[config.mk]
export PLATFORM = sky130hd
export DESIGN_NAME = fixed_step_frame_pacer_core_flat
export DESIGN_NICKNAME = d
export VERILOG_FILES = /design/src/rtl/core/fsp_pkg.sv /design/src/rtl/core/fsp_item_if.sv /design/src/rtl/core/fsp_result_if.sv /design/src/rtl/core/fixed_step_frame_pacer_core.sv /design/src/rtl/core/fsp_cfg.sv /design/src/rtl/core/fsp_div.sv /design/src/flat_wrapper.sv
export SDC_FILE = /design/constraint.sdc
export NUM_CORES = 2
export LEC_CHECK = 0
export ABC_AREA = 0
export BUFFER_PORTS_ARGS = -buffer_cell sky130_fd_sc_hd__buf_2
export CAP_MARGIN = 20
export CORE_MARGIN = 2
export CORE_UTILIZATION = 35
export DETAILED_ROUTE_END_ITERATION = 8
export SLEW_MARGIN = 20
export SYNTH_ARGS = -nofsm -noshare
export SYNTH_HDL_FRONTEND = slang
export SYNTH_SLANG_ARGS = --single-unit
[constraint.sdc]
create_clock -name clk -period 13.25 [get_ports clk]
set_input_delay 1.325 -clock clk [delete_from_list [all_inputs] [get_ports clk]]
set_output_delay 1.325 -clock clk [all_outputs]
set_load 0.01 [all_outputs]
[src/rtl/core/fsp_pkg.sv]
`default_nettype none

package fsp_pkg;

  // Field widths
  localparam int unsigned TICK_W    = 32;
  localparam int unsigned FREQ_W    = 32;
  localparam int unsigned PHASE_W   = 32;
  localparam int unsigned ELAPSED_W = 31;
  localparam int unsigned RATE_W    = 10;
  localparam int unsigned STEPS_W   = 8;
  localparam int unsigned ALPHA_W   = 16;

  // elapsed * rate, then phase + product (one carry bit)
  localparam int unsigned PROD_W    = ELAPSED_W + RATE_W;
  localparam int unsigned TOTAL_W   = PROD_W + 1;
  localparam int unsigned DIV_CNT_W = $clog2(TOTAL_W + 1);

  // Configuration port
  localparam int unsigned CFG_IDX_W  = 3;
  localparam int unsigned CFG_DATA_W = 32;

  localparam logic [CFG_IDX_W-1:0] CFG_TICK_RATE       = 3'd0;
  localparam logic [CFG_IDX_W-1:0] CFG_GAP_LIMIT       = 3'd1;
  localparam logic [CFG_IDX_W-1:0] CFG_SHOW_MODE       = 3'd2;
  localparam logic [CFG_IDX_W-1:0] CFG_SIMULATION_RATE = 3'd3;
  localparam logic [CFG_IDX_W-1:0] CFG_FRAME_RATE      = 3'd4;
  localparam logic [CFG_IDX_W-1:0] CFG_STEP_CAP        = 3'd5;
  localparam logic [CFG_IDX_W-1:0] CFG_START_TICK      = 3'd6;

  // Register reset values
  localparam logic [FREQ_W-1:0]    TICK_RATE_RESET       = 32'd1000;
  localparam logic [ELAPSED_W-1:0] GAP_LIMIT_RESET       = 31'd250;
  localparam logic                 SHOW_MODE_RESET       = 1'b0;
  localparam logic [RATE_W-1:0]    SIMULATION_RATE_RESET = 10'd35;
  localparam logic [RATE_W-1:0]    FRAME_RATE_RESET      = 10'd60;
  localparam logic [STEPS_W-1:0]   STEP_CAP_RESET        = 8'd8;
  localparam logic [TICK_W-1:0]    START_TICK_RESET      = 32'd0;

  localparam logic [RATE_W-1:0] RATE_MAX = 10'd1000;

  localparam int unsigned MIN_CLOCK_HZ_DEFAULT = 1000;

  // Present mode codes
  localparam logic MODE_NORMAL = 1'b0;
  localparam logic MODE_LEGACY = 1'b1;

  // Item kind codes
  localparam logic KIND_ADVANCE       = 1'b0;
  localparam logic KIND_ADVANCE_PAUSE = 1'b1;

  // Status codes
  localparam logic STATUS_OK        = 1'b0;
  localparam logic STATUS_CFG_ERROR = 1'b1;

  typedef struct packed {
    logic [FREQ_W-1:0]    tick_rate;
    logic [ELAPSED_W-1:0] gap_limit;
    logic                 show_mode;
    logic [RATE_W-1:0]    simulation_rate;
    logic [RATE_W-1:0]    frame_rate;
    logic [STEPS_W-1:0]   step_cap;
  } cfg_t;

  typedef struct packed {
    logic                 start;
    logic [PHASE_W-1:0]   rem_init;
    logic [TOTAL_W-1:0]   num;
    logic [DIV_CNT_W-1:0] iters;
    logic [FREQ_W-1:0]    den;
  } div_req_t;

  typedef struct packed {
    logic               busy;
    logic               done;
    logic [TOTAL_W-1:0] quo;
    logic [PHASE_W-1:0] rem;
  } div_rsp_t;

endpackage

`default_nettype wire

[src/rtl/core/fsp_item_if.sv]
`default_nettype none

interface fsp_item_if import fsp_pkg::*; ();
  logic              valid;
  logic              ready;
  logic              kind;
  logic [TICK_W-1:0] now_tick;
  logic              pause_request;

  modport source (output valid, output kind, output now_tick, output pause_request,
                  input ready);
  modport sink   (input valid, input kind, input now_tick, input pause_request,
                  output ready);
endinterface

`default_nettype wire

[src/rtl/core/fsp_result_if.sv]
`default_nettype none

interface fsp_result_if import fsp_pkg::*; ();
  logic               valid;
  logic               ready;
  logic               status;
  logic [STEPS_W-1:0] step_count;
  logic [STEPS_W-1:0] simulation_ticks;
  logic               present;
  logic               gap_limited;
  logic               step_limited;
  logic [ALPHA_W-1:0] interp_frac;

  modport source (output valid, output status, output step_count, output simulation_ticks,
                  output present, output gap_limited, output step_limited,
                  output interp_frac, input ready);
  modport sink   (input valid, input status, input step_count, input simulation_ticks,
                  input present, input gap_limited, input step_limited,
                  input interp_frac, output ready);
endinterface

`default_nettype wire

[src/rtl/core/fixed_step_frame_pacer_core.sv]
// Fixed-step frame pacer.
// Item channel (item): one transaction per frame carries the current free-running
// tick stamp, a kind bit (advance, or advance then set the pause state) and the
// pause request. Result channel (result): one transaction per item with status,
// fixed and simulation step counts, present flag, clamp flags and the Q16 alpha.
// Configuration is a write-only port (cfg_we, cfg_index, cfg_wdata), one register
// per write; write it only while no item is in flight.
// Each item walks a small sequencer around one shared 42-bit restoring divider,
// one quotient bit per cycle: the simulation divide and the presentation divide
// take 42 - floor(log2(MIN_CLOCK_HZ)) steps each (33 at the default), the alpha
// divide 16. An accepted item runs check, then the simulation and presentation divides
// and, in normal mode only, the alpha divide; an invalid configuration goes from
// check straight to finish. item.ready rises in the same cycle as result.valid.
// A finished result sits in an output register; the next item is accepted while
// it waits. If the receiver still holds off when the following result is ready,
// the sequencer holds it until the output register frees up.
// Reset (rst, synchronous) restores the configuration, loads the previous tick with the
// start tick reset value, clears the phases and the pause flag, and drops result.valid.
`default_nettype none

module fixed_step_frame_pacer_core import fsp_pkg::*; #(
  parameter int unsigned MIN_CLOCK_HZ = MIN_CLOCK_HZ_DEFAULT
) (
  input  logic                  clk,
  input  logic                  rst,
  input  logic                  cfg_we,
  input  logic [CFG_IDX_W-1:0]  cfg_index,
  input  logic [CFG_DATA_W-1:0] cfg_wdata,
  fsp_item_if.sink              item,
  fsp_result_if.source          result
);

  // Top dividend bits that are always below any legal frequency
  localparam int unsigned PRELOAD_W = $clog2(MIN_CLOCK_HZ + 1) - 1;
  localparam int unsigned SIM_ITERS = TOTAL_W - PRELOAD_W;

  typedef enum logic [10:0] {
    ST_IDLE        = 11'b000_0000_0001,
    ST_CHECK       = 11'b000_0000_0010,
    ST_SIM_MUL     = 11'b000_0000_0100,
    ST_SIM_START   = 11'b000_0000_1000,
    ST_SIM_WAIT    = 11'b000_0001_0000,
    ST_PRES_MUL    = 11'b000_0010_0000,
    ST_PRES_START  = 11'b000_0100_0000,
    ST_PRES_WAIT   = 11'b000_1000_0000,
    ST_ALPHA_START = 11'b001_0000_0000,
    ST_ALPHA_WAIT  = 11'b010_0000_0000,
    ST_FINISH      = 11'b100_0000_0000
  } state_t;

  cfg_t     cfg;
  div_req_t div_req;
  div_rsp_t div_rsp;

  state_t state;

  logic [TICK_W-1:0]  prev_tick;
  logic [PHASE_W-1:0] sim_phase;
  logic [PHASE_W-1:0] paused_phase;
  logic [PHASE_W-1:0] pres_phase;
  logic               paused_flag;

  logic               cur_kind;
  logic [TICK_W-1:0]  cur_tick;
  logic               cur_pause_request;

  logic               err;
  logic [ELAPSED_W-1:0] elapsed;
  logic               gap_hit;
  logic [PROD_W-1:0]  prod;
  logic [STEPS_W-1:0] sched;
  logic               cap_hit;
  logic [STEPS_W-1:0] sim_ticks;
  logic               present;
  logic [ALPHA_W-1:0] alpha;

  logic               out_valid;
  logic               out_status;
  logic [STEPS_W-1:0] out_step_count;
  logic [STEPS_W-1:0] out_simulation_ticks;
  logic               out_present;
  logic               out_gap_limited;
  logic               out_step_limited;
  logic [ALPHA_W-1:0] out_alpha;

  logic               cfg_ok;
  logic [TICK_W-1:0]  tick_diff;
  logic               over_max;
  logic [RATE_W-1:0]  mul_rate;
  logic [PHASE_W-1:0] phase_sel;
  logic [TOTAL_W-1:0] div_total;
  logic               over_catchup;
  logic               out_free;

  fsp_cfg u_cfg (
    .clk       (clk),
    .rst       (rst),
    .cfg_we    (cfg_we),
    .cfg_index (cfg_index),
    .cfg_wdata (cfg_wdata),
    .cfg       (cfg)
  );

  fsp_div u_div (
    .clk (clk),
    .rst (rst),
    .req (div_req),
    .rsp (div_rsp)
  );

  always_comb begin
    cfg_ok = (cfg.tick_rate >= FREQ_W'(MIN_CLOCK_HZ))
          && (cfg.gap_limit != '0)
          && (cfg.simulation_rate != '0) && (cfg.simulation_rate <= RATE_MAX)
          && (cfg.frame_rate != '0) && (cfg.frame_rate <= RATE_MAX)
          && (cfg.step_cap != '0)
          && (sim_phase < cfg.tick_rate)
          && (paused_phase < cfg.tick_rate)
          && (pres_phase < cfg.tick_rate);

    tick_diff = cur_tick - prev_tick;
    over_max  = tick_diff > {1'b0, cfg.gap_limit};

    // Legacy mode presents at the simulation rate
    mul_rate = (state == ST_SIM_MUL || cfg.show_mode == MODE_LEGACY)
             ? cfg.simulation_rate : cfg.frame_rate;

    if (state == ST_PRES_START) begin
      phase_sel = pres_phase;
    end else if (paused_flag) begin
      phase_sel = paused_phase;
    end else begin
      phase_sel = sim_phase;
    end
    div_total = TOTAL_W'(phase_sel) + TOTAL_W'(prod);

    div_req.start = (state == ST_SIM_START) || (state == ST_PRES_START)
                 || (state == ST_ALPHA_START);
    div_req.den   = cfg.tick_rate;
    if (state == ST_ALPHA_START) begin
      div_req.rem_init = sim_phase;
      div_req.num      = '0;
      div_req.iters    = DIV_CNT_W'(ALPHA_W);
    end else begin
      div_req.rem_init = PHASE_W'(div_total >> (TOTAL_W - PRELOAD_W));
      div_req.num      = div_total << PRELOAD_W;
      div_req.iters    = DIV_CNT_W'(SIM_ITERS);
    end

    over_catchup = div_rsp.quo > TOTAL_W'(cfg.step_cap);
    out_free     = !out_valid || result.ready;
  end

  always_ff @(posedge clk) begin
    if (rst) begin
      state        <= ST_IDLE;
      prev_tick    <= START_TICK_RESET;
      sim_phase    <= '0;
      paused_phase <= '0;
      pres_phase   <= '0;
      paused_flag  <= 1'b0;
      out_valid    <= 1'b0;
    end else begin
      if (state == ST_FINISH && out_free) begin
        out_valid <= 1'b1;
      end else if (out_valid && result.ready) begin
        out_valid <= 1'b0;
      end

      case (state)
        ST_IDLE: begin
          if (item.valid) begin
            cur_kind          <= item.kind;
            cur_tick          <= item.now_tick;
            cur_pause_request <= item.pause_request;
            state             <= ST_CHECK;
          end
        end

        ST_CHECK: begin
          err <= !cfg_ok;
          if (cfg_ok) begin
            prev_tick <= cur_tick;
            elapsed   <= over_max ? cfg.gap_limit : tick_diff[ELAPSED_W-1:0];
            gap_hit   <= over_max;
            state     <= ST_SIM_MUL;
          end else begin
            state <= ST_FINISH;
          end
        end

        ST_SIM_MUL: begin
          prod  <= PROD_W'(elapsed) * PROD_W'(mul_rate);
          state <= ST_SIM_START;
        end

        ST_SIM_START: begin
          state <= ST_SIM_WAIT;
        end

        ST_SIM_WAIT: begin
          if (div_rsp.done) begin
            // While paused only the paused phase moves
            paused_phase <= div_rsp.rem;
            if (!paused_flag) begin
              sim_phase <= div_rsp.rem;
            end
            sched     <= over_catchup ? cfg.step_cap : div_rsp.quo[STEPS_W-1:0];
            sim_ticks <= paused_flag ? '0
                       : (over_catchup ? cfg.step_cap : div_rsp.quo[STEPS_W-1:0]);
            cap_hit   <= over_catchup;
            state     <= ST_PRES_MUL;
          end
        end

        ST_PRES_MUL: begin
          prod  <= PROD_W'(elapsed) * PROD_W'(mul_rate);
          state <= ST_PRES_START;
        end

        ST_PRES_START: begin
          state <= ST_PRES_WAIT;
        end

        ST_PRES_WAIT: begin
          if (div_rsp.done) begin
            pres_phase <= div_rsp.rem;
            present    <= div_rsp.quo != '0;
            if (cfg.show_mode == MODE_LEGACY) begin
              alpha <= '0;
              state <= ST_FINISH;
            end else begin
              state <= ST_ALPHA_START;
            end
          end
        end

        ST_ALPHA_START: begin
          state <= ST_ALPHA_WAIT;
        end

        ST_ALPHA_WAIT: begin
          if (div_rsp.done) begin
            alpha <= div_rsp.quo[ALPHA_W-1:0];
            state <= ST_FINISH;
          end
        end

        ST_FINISH: begin
          // Hold until the output register is free
          if (out_free) begin
            if (err) begin
              out_status           <= STATUS_CFG_ERROR;
              out_step_count       <= '0;
              out_simulation_ticks <= '0;
              out_present          <= 1'b0;
              out_gap_limited      <= 1'b0;
              out_step_limited     <= 1'b0;
              out_alpha            <= '0;
            end else begin
              out_status           <= STATUS_OK;
              out_step_count       <= sched;
              out_simulation_ticks <= sim_ticks;
              out_present          <= present;
              out_gap_limited      <= gap_hit;
              out_step_limited     <= cap_hit;
              out_alpha            <= alpha;
              if (cur_kind == KIND_ADVANCE_PAUSE) begin
                // Entering pause: paused phase starts from the simulation phase
                if (cur_pause_request && !paused_flag) begin
                  paused_phase <= sim_phase;
                end
                paused_flag <= cur_pause_request;
              end
            end
            state <= ST_IDLE;
          end
        end

        default: begin
          state <= ST_IDLE;
        end
      endcase
    end
  end

  assign item.ready = (state == ST_IDLE);

  assign result.valid            = out_valid;
  assign result.status           = out_status;
  assign result.step_count       = out_step_count;
  assign result.simulation_ticks = out_simulation_ticks;
  assign result.present          = out_present;
  assign result.gap_limited      = out_gap_limited;
  assign result.step_limited     = out_step_limited;
  assign result.interp_frac      = out_alpha;

  a_div_start_idle: assert property (@(posedge clk) disable iff (rst)
    div_req.start |-> !div_rsp.busy)
    else $error("divider started while busy");

  a_error_result_zero: assert property (@(posedge clk) disable iff (rst)
    (result.valid && result.status == STATUS_CFG_ERROR) |->
      (result.step_count == '0 && result.simulation_ticks == '0 && !result.present
       && !result.gap_limited && !result.step_limited && result.interp_frac == '0))
    else $error("error result carries nonzero fields");

  a_sim_ticks_match: assert property (@(posedge clk) disable iff (rst)
    result.valid |->
      (result.simulation_ticks == '0 || result.simulation_ticks == result.step_count))
    else $error("simulation ticks differ from fixed ticks");

  a_catchup_at_limit: assert property (@(posedge clk) disable iff (rst)
    (result.valid && result.step_limited) |-> result.step_count == cfg.step_cap)
    else $error("catch-up clamp without fixed ticks at the limit");

endmodule

`default_nettype wire

[src/rtl/core/fsp_cfg.sv]
`default_nettype none

module fsp_cfg import fsp_pkg::*; (
  input  logic                  clk,
  input  logic                  rst,
  input  logic                  cfg_we,
  input  logic [CFG_IDX_W-1:0]  cfg_index,
  input  logic [CFG_DATA_W-1:0] cfg_wdata,
  output cfg_t                  cfg
);

  cfg_t regs;

  always_ff @(posedge clk) begin
    if (rst) begin
      regs.tick_rate       <= TICK_RATE_RESET;
      regs.gap_limit       <= GAP_LIMIT_RESET;
      regs.show_mode       <= SHOW_MODE_RESET;
      regs.simulation_rate <= SIMULATION_RATE_RESET;
      regs.frame_rate      <= FRAME_RATE_RESET;
      regs.step_cap        <= STEP_CAP_RESET;
    end else if (cfg_we) begin
      case (cfg_index)
        CFG_TICK_RATE:       regs.tick_rate       <= cfg_wdata[FREQ_W-1:0];
        CFG_GAP_LIMIT:       regs.gap_limit       <= cfg_wdata[ELAPSED_W-1:0];
        CFG_SHOW_MODE:       regs.show_mode       <= cfg_wdata[0];
        CFG_SIMULATION_RATE: regs.simulation_rate <= cfg_wdata[RATE_W-1:0];
        CFG_FRAME_RATE:      regs.frame_rate      <= cfg_wdata[RATE_W-1:0];
        CFG_STEP_CAP:        regs.step_cap        <= cfg_wdata[STEPS_W-1:0];
        // Start tick only seeds the previous tick at reset, and reset also restores it:
        // keep no copy.
        CFG_START_TICK:      ;
        default:             ;
      endcase
    end
  end

  assign cfg = regs;

endmodule

`default_nettype wire

[src/rtl/core/fsp_div.sv]
`default_nettype none

module fsp_div import fsp_pkg::*; (
  input  logic     clk,
  input  logic     rst,
  input  div_req_t req,
  output div_rsp_t rsp
);

  logic [PHASE_W-1:0]   rem;
  logic [TOTAL_W-1:0]   num;
  logic [TOTAL_W-1:0]   quo;
  logic [DIV_CNT_W-1:0] cnt;
  logic                 busy;
  logic                 done;

  logic [PHASE_W:0]   trial;
  logic [PHASE_W+1:0] diff;
  logic               fits;
  logic [PHASE_W-1:0] rem_next;

  // One restoring step: bring down the next dividend bit, subtract if it fits
  always_comb begin
    trial    = {rem, num[TOTAL_W-1]};
    diff     = {1'b0, trial} - {2'b00, req.den};
    fits     = !diff[PHASE_W+1];
    rem_next = fits ? diff[PHASE_W-1:0] : trial[PHASE_W-1:0];
  end

  always_ff @(posedge clk) begin
    if (rst) begin
      busy <= 1'b0;
      done <= 1'b0;
    end else begin
      done <= 1'b0;
      if (req.start) begin
        busy <= 1'b1;
      end else if (busy && cnt == DIV_CNT_W'(1)) begin
        busy <= 1'b0;
        done <= 1'b1;
      end
    end
  end

  always_ff @(posedge clk) begin
    if (req.start) begin
      rem <= req.rem_init;
      num <= req.num;
      quo <= '0;
      cnt <= req.iters;
    end else if (busy) begin
      rem <= rem_next;
      num <= {num[TOTAL_W-2:0], 1'b0};
      quo <= {quo[TOTAL_W-2:0], fits};
      cnt <= cnt - DIV_CNT_W'(1);
    end
  end

  assign rsp.busy = busy;
  assign rsp.done = done;
  assign rsp.quo  = quo;
  assign rsp.rem  = rem;

endmodule

`default_nettype wire

[src/flat_wrapper.sv]
// flat-port wrapper written by rule: the top's interface ports become plain ports
module fixed_step_frame_pacer_core_flat import fsp_pkg::*;
#(
  parameter int unsigned MIN_CLOCK_HZ = MIN_CLOCK_HZ_DEFAULT
)
  (clk, rst, cfg_we, cfg_index, cfg_wdata, item_valid, item_kind, item_now_tick, item_pause_request, item_ready, result_valid, result_status, result_step_count, result_simulation_ticks, result_present, result_gap_limited, result_step_limited, result_interp_frac, result_ready);
  fsp_item_if item_i ();
  fsp_result_if result_i ();
  input  logic clk;
  input  logic rst;
  input  logic cfg_we;
  input  logic [CFG_IDX_W-1:0] cfg_index;
  input  logic [CFG_DATA_W-1:0] cfg_wdata;
  input wire logic [$bits(item_i.valid)-1:0] item_valid;
  input wire logic [$bits(item_i.kind)-1:0] item_kind;
  input wire logic [$bits(item_i.now_tick)-1:0] item_now_tick;
  input wire logic [$bits(item_i.pause_request)-1:0] item_pause_request;
  output wire logic [$bits(item_i.ready)-1:0] item_ready;
  output wire logic [$bits(result_i.valid)-1:0] result_valid;
  output wire logic [$bits(result_i.status)-1:0] result_status;
  output wire logic [$bits(result_i.step_count)-1:0] result_step_count;
  output wire logic [$bits(result_i.simulation_ticks)-1:0] result_simulation_ticks;
  output wire logic [$bits(result_i.present)-1:0] result_present;
  output wire logic [$bits(result_i.gap_limited)-1:0] result_gap_limited;
  output wire logic [$bits(result_i.step_limited)-1:0] result_step_limited;
  output wire logic [$bits(result_i.interp_frac)-1:0] result_interp_frac;
  input wire logic [$bits(result_i.ready)-1:0] result_ready;
  assign item_i.valid = item_valid;
  assign item_i.kind = item_kind;
  assign item_i.now_tick = item_now_tick;
  assign item_i.pause_request = item_pause_request;
  assign item_ready = item_i.ready;
  assign result_valid = result_i.valid;
  assign result_status = result_i.status;
  assign result_step_count = result_i.step_count;
  assign result_simulation_ticks = result_i.simulation_ticks;
  assign result_present = result_i.present;
  assign result_gap_limited = result_i.gap_limited;
  assign result_step_limited = result_i.step_limited;
  assign result_interp_frac = result_i.interp_frac;
  assign result_i.ready = result_ready;
  fixed_step_frame_pacer_core #(.MIN_CLOCK_HZ(MIN_CLOCK_HZ)) u_core (.clk(clk), .rst(rst), .cfg_we(cfg_we), .cfg_index(cfg_index), .cfg_wdata(cfg_wdata), .item(item_i), .result(result_i));
endmodule
## Yosys cells after proc, flatten, opt, wreduce, memory -nomap -nowiden

Index checks and enable logic that the tools add are counted.
Widths: inputs -> output; s select.

- Input port bits: 74
- Output and inout bits: 38
- Word-level logic and storage cells: 171
- Flip-flop bits (word level): 535

- $mul: 1
- Reductions and logical operators: 54
- $lt $le $gt $ge: 8
- Bitwise logic cells: 3
- Multiplexer cells: 37
- Equal/unequal tests: 26
- $add $sub $neg: 4

Operators with widths:

| cell | count |
|---|---|
| $mux 32 | 10 |
| $pmux 11 s11 | 1 |
| $lt 32x32->1 | 3 |
| $mux 42 | 2 |
| $mux 80 | 1 |
| $mux 11 | 7 |
| $pmux 32 s2 | 1 |
| $mux 16 | 3 |
| $add 32x41->42 | 1 |
| $gt 42x8->1 | 1 |
| $reduce_bool 42->1 | 1 |
| $mul 31x10->41 | 1 |
| $sub 33x32->34 | 1 |
| $ge 32x10->1 const B | 1 |
| $gt 32x31->1 | 1 |
| $pmux 16 s2 | 1 |
| $sub 32x32->32 | 1 |
| $mux 31 | 1 |
| $reduce_bool 31->1 | 1 |
| $le 10x10->1 const B | 2 |
| $reduce_and 2->1 | 10 |
| $reduce_bool 10->1 | 2 |
| $reduce_and 3->1 | 6 |
| $ne 2x2->1 const B | 7 |
| other kinds (32) | 67 |

## Depth between registers and ports, before layout

- Word-level depth: 12
- Gate-level depth with buffers: 29
- Mapped depth without buffers: 28

## Cells and area by module

Synthesis repeated with hierarchy kept, for this count alone.

- Cells, all modules: 4,222
- Area, all modules: 39,937.1 um^2

By module, submodules not included:

| module | times used | sequential area each (um^2) | area each (um^2) | cells each |
|---|---|---|---|---|
| fixed_step_frame_pacer_core | 1 | 8,167.8 | 29,115.4 | 3,167 |
| fsp_div | 1 | 3,283.1 | 7,074.3 | 701 |
| fsp_cfg | 1 | 1,841.8 | 3,747.3 | 354 |

## Worst setup path before layout

No wires, ideal clock.

- Path kind: reg-to-reg
- From: register u_core.state[5]
- To: register u_core.prod[37], data pin
- Setup time: 266 ps
- Required time: 12,984 ps
- Cell stages (with the launch flop): 29
- Path buffers: 1
- Setup slack: 5,652 ps
- Arrival: 7,332 ps
- Cell sequence: dfxtp_1 > or3_1 > nor3_1 > nand2b_1 > nor3_2 > a31oi_2 > mux2_2 > clkbuf_1 > nand2_1 > fa_1 > inv_1 > fa_1 > inv_1 > fa_1 > inv_1 > fa_1 > inv_1 > fa_1 > inv_1 > ha_1 > a21oi_1 > nor4_1 > a211oi_1 > a31oi_1 > o41a_1 > a41o_1 > a41o_1 > o41ai_1 > xnor2_1

- Word-level cells in the longest chain between the ends: 4

RTL lines:

| element | line | text |
|---|---|---|
| start, declared | fixed_step_frame_pacer_core.sv:55 | `state_t state;` |
| start signal, assigned | fixed_step_frame_pacer_core.sv:156 | `state <= ST_IDLE;` |
| start signal, assigned | fixed_step_frame_pacer_core.sv:176 | `state <= ST_CHECK;` |
| start signal, assigned | fixed_step_frame_pacer_core.sv:186 | `state <= ST_SIM_MUL;` |
| $eq 11x3->1 | fixed_step_frame_pacer_core.sv:125, fixed_step_frame_pacer_core.sv:170 |  |
| $logic_or 1x1->1 | fixed_step_frame_pacer_core.sv:125 | `mul_rate = (state == ST_SIM_MUL \|\| cfg.show_mode == MODE_LEGACY)` |
| $mux 10 | fixed_step_frame_pacer_core.sv:126 | `? cfg.simulation_rate : cfg.frame_rate;` |
| $mul 31x10->41 | fixed_step_frame_pacer_core.sv:193, fixed_step_frame_pacer_core.sv:217 |  |
| end signal, assigned | fixed_step_frame_pacer_core.sv:193 | `prod <= PROD_W'(elapsed) * PROD_W'(mul_rate);` |
| end signal, assigned | fixed_step_frame_pacer_core.sv:217 | `prod <= PROD_W'(elapsed) * PROD_W'(mul_rate);` |
| end, declared | fixed_step_frame_pacer_core.sv:70 | `logic [PROD_W-1:0] prod;` |

No other way between the ends.
A chain may end at the register's enable or synchronous reset.

## Worst setup path in the final report

- From: register u_core.state[7]
- To: register u_core.prod[37], data pin

Same word-level chain as after synthesis.

==> flow_metrics.py <==
metrics = {
    "grt": {
        "grt_max_degree": 82,
        "grt_pass1_wl_mm": 167,
        "grtUsageTotal_pct": 18.9,
        "grt_overflow": 0,
        "grt_pass1_vias": 28600,
        "antenna_found_initial": 1,
    },
    "sta": {
        "slew_violations": 0,
        "period_needed_ps": 8520,
        "worstMarginPinSlew_ps": 1000,
        "slew_headroom_pct": 32.9,
        "finalHoldViolCount": 0,
        "setup_violations": 0,
        "fmax_mhz": 117,
        "finalSetupTns_ps": 0,
        "rsz0062_at_grt": "false",
        "hold-worst-slack_ps": 475,
        "fin_skew_ps": 35.6,
        "setup_slack_ps": 4730,
        "min_period_over_period_pct": 64.3,
    },
    "cells_and_area": {
        "nFillCells": 10800,
        "finalNonFillerCells": 5566,
        "multi_input_area_um2": 23300,
        "utilization_pct": 38.8,
        "final_area_um2": 42200,
        "seq_area_um2": 13000,
        "syn2layout_area_growth_pct": 9.97,
        "nets": 4714,
        "drive_above_1_share_pct": 7.97,
    },
    "synth": {
        "seq_area_frac_synth_pct": 33.9,
        "synth_cells": 4092,
        "async_flop_share_pct": 0,
        "synth_top_cell_by_area": "edfxtp_1",
        "synthTopCellsByCount": "nand2_1, inv_1, a21oi_1",
        "synth_edf_count": 249,
        "syn_area_um2": 38400,
        "synth_nets": 4704,
        "synth_ff_type": "dfxtp_1",
        "yosysWarningCount": 0,
        "synth_top_area_share_pct": 19.5,
        "post-synth-top-count-cell": "nand2_1",
        "netlist-cell-type-count": 88,
        "avgSynthCellArea_um2": 9.38,
        "synth-seq-cells": 526,
        "netlist_top_cells_area": "edfxtp_1, dfxtp_1, fa_1, ha_1, nand2_1",
    },
    "hold_path": {
        "worstHoldPathType": "reg2reg",
    },
    "status": {
        "outcome": "complete, no violations",
    },
    "floorplanning": {
        "start_util_pct": 35.3,
        "num_rows": 121,
        "ios": 112,
        "dieWidth_um": 335,
        "die_h_um": 335,
        "dieArea_um2": 112000,
        "core_area_um2": 109000,
    },
    "detailed_routing": {
        "wl_met1_mm": 49.5,
        "wl_met2_mm": 49.6,
        "topRoutingLayerUsed": "met4",
        "drt_iter0_drc": 2091,
        "route.detailed.wl_per_inst_um": 19.3,
        "viasPerCell": 5.27,
        "drc_errors": 0,
        "wl_met3_mm": 5.48,
        "firstDrtPassIters": 5,
        "drtAntennaViolNets": 0,
        "routed_wl_mm": 107,
        "route.vias.total": 29300,
    },
    "pwr": {
        "ir_worst_vdd_v": 0.000115,
        "p_clk_share_pct": 36.2,
        "p_int_mw": 3.23,
        "pwr-share-seq_pct": 38.4,
        "switching_power_mw": 1.42,
        "power_mw": 4.65,
        "switching_share_pct": 30.5,
        "power_density_nw_per_um2": 110,
        "p_leak_nw": 18.1,
        "p_comb_share_pct": 25.5,
    },
    "flow_run": {
        "maxCapViolCount": 0,
    },
    "clocking": {
        "h-tree-depth": 2,
        "ctsHoldBuffers": 0,
        "cts_buffers": 58,
        "clockBufferDepth": 3,
        "cts_setup_buffers": 0,
        "root_buffer": "clkbuf_16",
        "clk_latency_ps": 650,
        "clk_pin_slew_ps": 60,
        "cts_tree": "yes",
        "cts.repair.resized": 0,
        "cts.sinks": 526,
    },
    "placement": {
        "placed_area_um2": 40200,
        "placed_cells": 5455,
        "io_buffers": 111,
        "gp_congestion": 0.927,
        "pre_cts_slack_ps": 4700,
        "dp_hpwl_mm": 79.8,
    },
    "setup_path": {
        "crit_end": "u_core.prod[37]",
        "critical_path_class": "reg2reg",
        "path_max_fanout": 31,
        "r2r_slack_ps": 4730,
        "startpoint_type": "flip-flop",
        "critPathArrivalTime_ps": 8900,
        "crit_buf_inv": 2,
        "worst_setup_path_end_kind": "flip-flop",
        "r2r_start": "u_core.state[7]",
        "cp.required_ps": 13640,
        "cpMaxStageDelayCell": "mux2_2",
        "r2r-end": "u_core.prod[37]",
        "path_delay_family": "adder cells",
        "crit_top_cell": "fa_1",
        "crit_cells": 24,
        "crit_chain": "or3_1 > nor3_1 > nand2b_1 > nor3_2 > a31oi_2 > mux2_2 > and2_1 > fa_1 > fa_1 > fa_1 > fa_1 > inv_1 > fa_1 > inv_1 > ha_1 > a21oi_1 > o21ai_1 > a211oi_1 > a31oi_1 > o41a_1 > a41o_1 > a41o_1 > o41ai_1 > xnor2_1",
        "rr_worst_depth": 24,
        "slowest_delay_ps": 810,
        "critPathLaunch": "u_core.state[7]",
    },
}
## worst min-delay path, delay by kind of cell (launching register included)
family	cells	cell delay [ps]
flip-flops	1	320
AO/OA/AOI/OAI	1	50
AND/OR/NAND/NOR	1	50
## cell families (layout without fill, tap and decap cells)
family | count (synthesis) | in the layout | synth area share, %
AOI/OAI and AO/OA | 805 | 805 | 13.3
xor gates and xnor gates | 114 | 114 | 2.60
adders and majority gates | 538 | 538 | 22.1
buffers and inverters | 547 | 606 | 5.54
DFF | 526 | 526 | 33.9
muxes | 205 | 205 | 5.77
other | 0 | 1 | 0
and+or+nand+nor | 1357 | 1357 | 16.8
## state kept, by name, indices dropped and copies added, names as in the netlist, 6 cells and up
register and flops:
u_core.prev_tick 32, u_core.prod 41, u_core.u_div.num 33, u_core.pres_phase 32, u_core.u_div.cnt 6, u_core.sched 8
u_core.paused_phase 32, u_core.alpha 16, u_core.result.simulation_ticks 8, u_core.u_div.quo 42, u_core.elapsed 31, u_core.sim_phase 32
u_core.sim_ticks 8, u_core.result.interp_frac 16, u_core.u_div.rem 32, u_core.cur_tick 32, u_core.result.step_count 8, u_core.u_cfg.cfg 92
u_core.state 11
## layer usage
metal  track usage, %  vias up
met1             26.2    14400
met3             2.17      130
met2             31.2      741
li1                 -    14100
met4             4.76        0
met5                0        -
## cell usage in the layout (no fill, tap or decap), types with 107 or more instances in the layout
master	instances
and2_1	107
fa_1	233
nor2_1	271
a21o_1	110
dfxtp_1	275
nor2b_1	151
o21ai_0	131
buf_2	110
mux2i_1	156
nand2_1	529
edfxtp_1	249
a21oi_1	311
inv_1	357
ha_1	305
## power groups by stage
| stage | combinational (mW) | clock [mW] | sequential, mW |
|---|---|---|---|
| after floorplan | 0.895 | 0 | 1.81 |
| after CTS | 1.18 | 1.71 | 1.78 |
| after global routing | 1.35 | 1.78 | 1.79 |
| final | 1.18 | 1.68 | 1.78 |
| after detailed placement | 1.18 | 0 | 1.82 |
| after global placement | 1.16 | 0 | 1.82 |
## worst min path at each step
stage	startpoint	endpoint	slack, ps	depth (start not counted)
finish	u_core.pres_phase[0]	u_core.pres_phase[0]	470	2
global route	u_core.pres_phase[16]	u_core.pres_phase[16]	490	2
CTS	u_core.pres_phase[0]	u_core.pres_phase[0]	480	2
detailed placement	u_core.pres_phase[9]	u_core.pres_phase[9]	470	2
global placement	u_core.pres_phase[0]	u_core.pres_phase[0]	460	2
floorplan	u_core.u_cfg.cfg[62]	u_core.u_cfg.cfg[62]	440	2
## cell type report
class                      count  share of cell area (%)
antenna                        1                 0.00593
sequential                   526                    30.9
clock inverter                27                   0.679
tap                         1414                    4.19
inverter                     357                    3.18
clock buffer                  82                    3.99
timing repair buffer         140                    1.85
multi-input combinational   3019                    55.2
(Power assumes the default switching activity.)
